### src/rtl/core/keyed_exclusion_set_unit_assert.svh
// ----------------------------------------------------------------------------
// keyed exclusion set assertion macros
// concurrent checks clocked on clock, disabled while reset is high
// ----------------------------------------------------------------------------
`ifndef KEYED_EXCLUSION_SET_UNIT_ASSERT_SVH
`define KEYED_EXCLUSION_SET_UNIT_ASSERT_SVH

// consequent must hold in the same cycle as the antecedent
`define KES_ASSERT_NOW(lbl, ante, cons, msg) \
   lbl: assert property (@(posedge clock) disable iff (reset) (ante) |-> (cons)) \
      else $error(msg);

// consequent must hold in the cycle after the antecedent
`define KES_ASSERT_NEXT(lbl, ante, cons, msg) \
   lbl: assert property (@(posedge clock) disable iff (reset) (ante) |=> (cons)) \
      else $error(msg);

`endif

### src/rtl/core/kes_ram.sv
// ----------------------------------------------------------------------------
// kes_ram
// simple dual port ram, one write and one registered read per cycle
// ----------------------------------------------------------------------------
`default_nettype none

module kes_ram #(
   parameter int unsigned WIDTH = 64,
   parameter int unsigned DEPTH = 32
) (
   input  wire logic                                     clock,
   input  wire logic                                     we,
   input  wire logic [$clog2(DEPTH > 1 ? DEPTH : 2)-1:0] waddr,
   input  wire logic [WIDTH-1:0]                         wdata,
   input  wire logic                                     re,
   input  wire logic [$clog2(DEPTH > 1 ? DEPTH : 2)-1:0] raddr,
   output logic      [WIDTH-1:0]                         rdata
);

   logic [WIDTH-1:0] mem [DEPTH];

   always_ff @(posedge clock) begin
      if (we) begin
         mem[waddr] <= wdata;
      end
      if (re) begin
         rdata <= mem[raddr];
      end
   end

endmodule

`default_nettype wire

### config.mk
export PLATFORM = sky130hd
export DESIGN_NAME = kes_ram
export DESIGN_NICKNAME = d
export VERILOG_FILES = /design/src/rtl/core/keyed_exclusion_set_unit_assert.svh /design/src/rtl/core/kes_ram.sv
export SDC_FILE = /design/constraint.sdc
export NUM_CORES = 2
export LEC_CHECK = 0
export ABC_CLOCK_PERIOD_IN_PS = 4600
export BUFFER_PORTS_ARGS = -buffer_cell sky130_fd_sc_hd__buf_2
export CORE_ASPECT_RATIO = 0.5
export CORE_MARGIN = 1.5
export CORE_UTILIZATION = 56
export CTS_CLUSTER_DIAMETER = 60
export DETAILED_ROUTE_END_ITERATION = 6
export PLACE_DENSITY = 0.75
export SLEW_MARGIN = 20
export SYNTH_ARGS = -nofsm -noshare
export SYNTH_HDL_FRONTEND = slang
export SYNTH_SLANG_ARGS = --single-unit
export TNS_END_PERCENT = 10
### constraint.sdc
create_clock -name clock -period 4.6 [get_ports clock]
set_clock_uncertainty 0.1 [all_clocks]
set_input_delay 0.92 -clock clock [delete_from_list [all_inputs] [get_ports clock]]
set_output_delay 0.92 -clock clock [all_outputs]
set_load 0.01 [all_outputs]
Word level (Yosys, flattened, before mapping)

Memories as Yosys holds them, arrays and structs flattened. A register that Yosys moved wholly into a read port is not among the register bits.
Index checks and enable logic that the tools add are counted.

Flip-flop bits (word level): 0
Memories: 1
RAM bits: 2048
Output and inout bits: 64

Multiplexer cells: 2

Memories:

| memory | words | bits a word | rd ports | clocked after memory_dff | write ports | RTL line      | text |
|---|---|---|---|---|---|---|---|
| mem    | 32    | 64          | 1        | 1                        | 1           | kes_ram.sv:20 | `logic [WIDTH-1:0] mem [DEPTH];` |

Operators with widths:

| kind             | count |
|---|---|
| 1-bit 2-to-1 mux | 2 |

Depth between registers and ports, before layout

Depth after elaboration: 2
Depth in mapped cells: 9
Mapped depth without buffers: 4

Worst setup path after synthesis

No wires, ideal clock.

Path kind: input-to-reg
Start: input port waddr[1] (netlist name)
End: memory mem[12][0], enable pin
Path buffers: 1
Slack: -242 ps
Setup time: 486 ps
Data required time: 4014 ps
Cell stages on the path: 3
Data arrival time: 4256 ps
Path through: or3b_2 clkbuf_1 nor2_1

RTL lines:

| what        | RTL line      | text |
|---|---|---|
| from (decl) | kes_ram.sv:13 | `input wire logic [$clog2(DEPTH > 1 ? DEPTH : 2)-1:0] waddr,` |
| to (decl)   | kes_ram.sv:20 |  |

No word-level cell before the write port.

==> flow_metrics.py <==
metrics = {
    "setup_path": {
        "worstPathMaxFanout": 31,
        "timing.rr.start": "mem[3][15]",
        "crit_required_ps": 5050,
        "worstReg2RegEnd": "rdata[15]",
        "crit_path_end_kind": "flip-flop",
        "arrival_ps": 3160,
        "critPathKind": "input pin to flip-flop",
        "slowest_stage": "mux4_2",
        "rr_worst_depth": 3,
        "ff2ff_setup_slack_ps": 2480,
        "crit_chain": "buf_8 -> buf_12 -> buf_12 -> mux4_2 -> mux4_2 -> mux2_2",
        "max_stage_delay_ps": 560,
        "startpoint_type": "input pin",
    },
    "clocking": {
        "post_cts_buffers": 0,
        "clkLatencyLatePin_ps": 810,
        "htree_levels": 4,
        "post_cts_resize_count": 0,
        "clk_pin_slew_ps": 60,
        "clockBufferDepth": 3,
        "cts_made_buffers": 176,
        "postCtsHoldBufs": 0,
        "tritoncts": "yes",
        "clock-sinks": 2112,
        "cts_root_buf": "clkbuf_16",
    },
    "finish": {
        "fill_cells": 8686,
        "nNetsFinal": 3476,
        "drive_above_1_share_pct": 34.7,
        "seq_area_um2": 63400,
        "final_cells": 5421,
        "area_delta_synth_final_pct": 12.4,
        "multi_input_area_um2": 15700,
    },
    "power_and_ir_drop": {
        "seqPwrFrac_pct": 56.7,
        "p_int_w": 0.0302,
        "power_switching_w": 0.00779,
        "combPwrFrac_pct": 4.9,
        "p_leak_nw": 27.8,
        "power_density_nw_per_um2": 425,
        "switching_share_pct": 20.5,
        "power_w": 0.0380,
        "vdd_drop_max_mv": 0.346,
        "clkPwrFrac_pct": 38.3,
    },
    "timing": {
        "post-route-min-period_ps": 2710,
        "finalMaxSlewViolations": 0,
        "setup_viol": 0,
        "hold_viol": 0,
        "finalCritPeriodShare_pct": 58.9,
        "setup_ws_ps": 1890,
        "rsz0062_at_grt": "false",
        "relSlewSlack_pct": 27.7,
        "tightest_slew_ps": 1090,
        "tns_ps": 0,
        "max_freq_mhz": 369,
    },
    "floorplanning": {
        "die_width_um": 536,
        "core_area_um2": 141000,
        "die_h_um": 270,
        "num_rows": 97,
        "io_pins": 141,
        "start_util_pct": 56.6,
        "dieArea_um2": 145000,
    },
    "detailed_routing": {
        "drt-vias-per-instance": 6.84,
        "drc": 0,
        "wl_um": 196000,
        "vias": 37068,
        "avgRoutedWirePerCell_um": 36.1,
        "final_antenna_net_count": 0,
        "drtIter0Drc": 5595,
        "firstDrtPassIters": 5,
    },
    "synth": {
        "synth_fa_ha_area_share_pct": 0,
        "synth_area_um2": 79600,
        "synth_compound_area_share_pct": 0.462,
        "syn-num-nets": 3174,
        "synth_area_per_cell_um2": 25.7,
        "netlist.area_leader.share_pct": 79.7,
        "synthTopCellsByArea": "edfxtp_1 (80%), mux4_2 (17%), mux2_2 (1.0%)",
        "synth_warnings": 0,
        "ys_ff_latch": 2112,
        "synthSimpleGateAreaFrac_pct": 0.376,
        "yosysSeqAreaShare_pct": 79.7,
        "synthMuxAreaShare_pct": 18.6,
        "synth_top_family_by_area": "multiplexers",
        "synth.distinct_cells": 30,
        "netlist_instances": 3097,
        "yosys.area.top_type": "edfxtp_1",
        "synthXorXnorAreaFrac_pct": 0,
    },
    "place": {
        "dp_hpwl_um": 92800,
        "dp_cells": 5102,
        "post-place-ws_ps": 1070,
        "gp_congestion": 0.749,
        "numPortBuffers": 140,
    },
    "hold_path": {
        "holdPathStages": 1,
        "worstHoldStart": "wdata[5]",
        "hold_end": "mem[8][5]",
        "hp-class": "input pin to flip-flop",
    },
    "flow_run": {
        "cap_violations": 0,
    },
    "global_route": {
        "grt_pass1_vias": 37793,
        "antenna_found_initial": 8,
        "grt_overflow": 0,
        "grtUsageTotal_pct": 27.5,
        "grt_pass1_wl_um": 278000,
        "grt_max_degree": 70,
    },
    "outcome": {
        "status": "complete, no violations",
    },
}
==> critical path, delay by kind of cell <==
family	cells	cell delay (ps)
buffers and inverters	3	810
muxes	3	1340
==> registers in the layout (all words and copies together) (netlist names) <==
register  flops
mem        2048
rdata        64
==> placed cells by master (no fill, tap or decap), types with 3 or more instances in the layout <==
cell type,n
edfxtp_1,2112
mux4_2,602
clkbuf_16,183
buf_2,134
buf_4,80
mux2_2,74
buf_12,61
clkinv_1,42
mux2i_1,38
clkbuf_1,37
nor2_4,32
clkinv_2,30
a221oi_1,12
bufinv_16,12
o22ai_1,10
nor2_1,9
o21ai_0,9
diode_2,5
nand3b_1,5
clkinvlp_4,5
nor2b_1,4
nand2_1,3
o2bb2ai_1,3
o221ai_1,3
and2_1,3
a211oi_1,3
a22oi_1,3
o211ai_1,3
o31a_1,3
inv_6,3
buf_8,3
==> cell usage after synthesis <==
cell type	number
edfxtp_1	2112
mux4_2	602
mux2_2	74
buf_2	65
clkbuf_1	55
nor2_1	41
mux2i_1	38
buf_1	19
buf_4	14
a221oi_1	12
o22ai_1	10
o21ai_0	9
nand3b_1	5
nor2b_1	4
a211oi_1	3
a22oi_1	3
and2_1	3
buf_6	3
nand2_1	3
o211ai_1	3
o221ai_1	3
o2bb2ai_1	3
o31a_1	3
nand2b_1	2
nand3_1	2
or3b_2	2
a22o_1	1
and2_0	1
inv_2	1
or3_1	1
==> stage by stage <==
step / hold slack [ps] / cell area, um2 / util, %
after floorplan: 698 / 79600 / -
after global placement: 750 / 84000 / 59.8
after detailed placement: 783 / 84000 / 59.8
after CTS: 436 / 89500 / 63.7
after global routing: 492 / 89500 / 63.7
final: 486 / 89500 / 63.7
==> worst max-delay path by stage <==
stage	from	to	slack (ps)	cells after the start
2_1_floorplan	waddr[1]	mem[12][0]	-240	3
3_3_place_gp	waddr[1]	mem[21][20]	1110	4
3_5_place_dp	raddr[0]	rdata[55]	1070	6
4_1_cts	raddr[0]	rdata[49]	1930	6
5_1_grt	raddr[0]	rdata[14]	1830	7
6_report	raddr[0]	rdata[49]	1890	6
==> metal layers <==
metal | up-vias | share of wire (%) | track usage (%)
li1 | 14154 | - | -
met1 | 20011 | 37 | 38.8
met2 | 2564 | 50 | 44.9
met3 | 337 | 11 | 4.79
met4 | 2 | 2.6 | 8.28
met5 | - | 0.0061 | 0
==> power groups by stage <==
stage	Combinational, W	Clock [W]	Sequential [W]
after global placement	0.00180	0	0.0220
after floorplan	0.00107	0	0.0220
final	0.00188	0.0146	0.0216
after detailed placement	0.00185	0	0.0220
after CTS	0.00188	0.0147	0.0216
after global routing	0.00197	0.0154	0.0216
==> cell families after synthesis <==
| logic type | count (synthesis) |
|---|---|
| flops | 2112 |
| mux | 714 |
| simple gates | 64 |
| buf+inv | 157 |
| compound gates | 50 |
==> area by class of cell <==
type                       instances  share of cell area [%]
sequential                      2112                    70.9
clock inverter                    94                   0.850
antenna                            5                  0.0140
multi-input combinational        828                    17.5
clock buffer                     220                    5.27
tap                             1881                    2.63
timing repair buffer             280                    2.86
inverter                           1                 0.00419
Note: power is estimated with default switching activity, not from simulation.
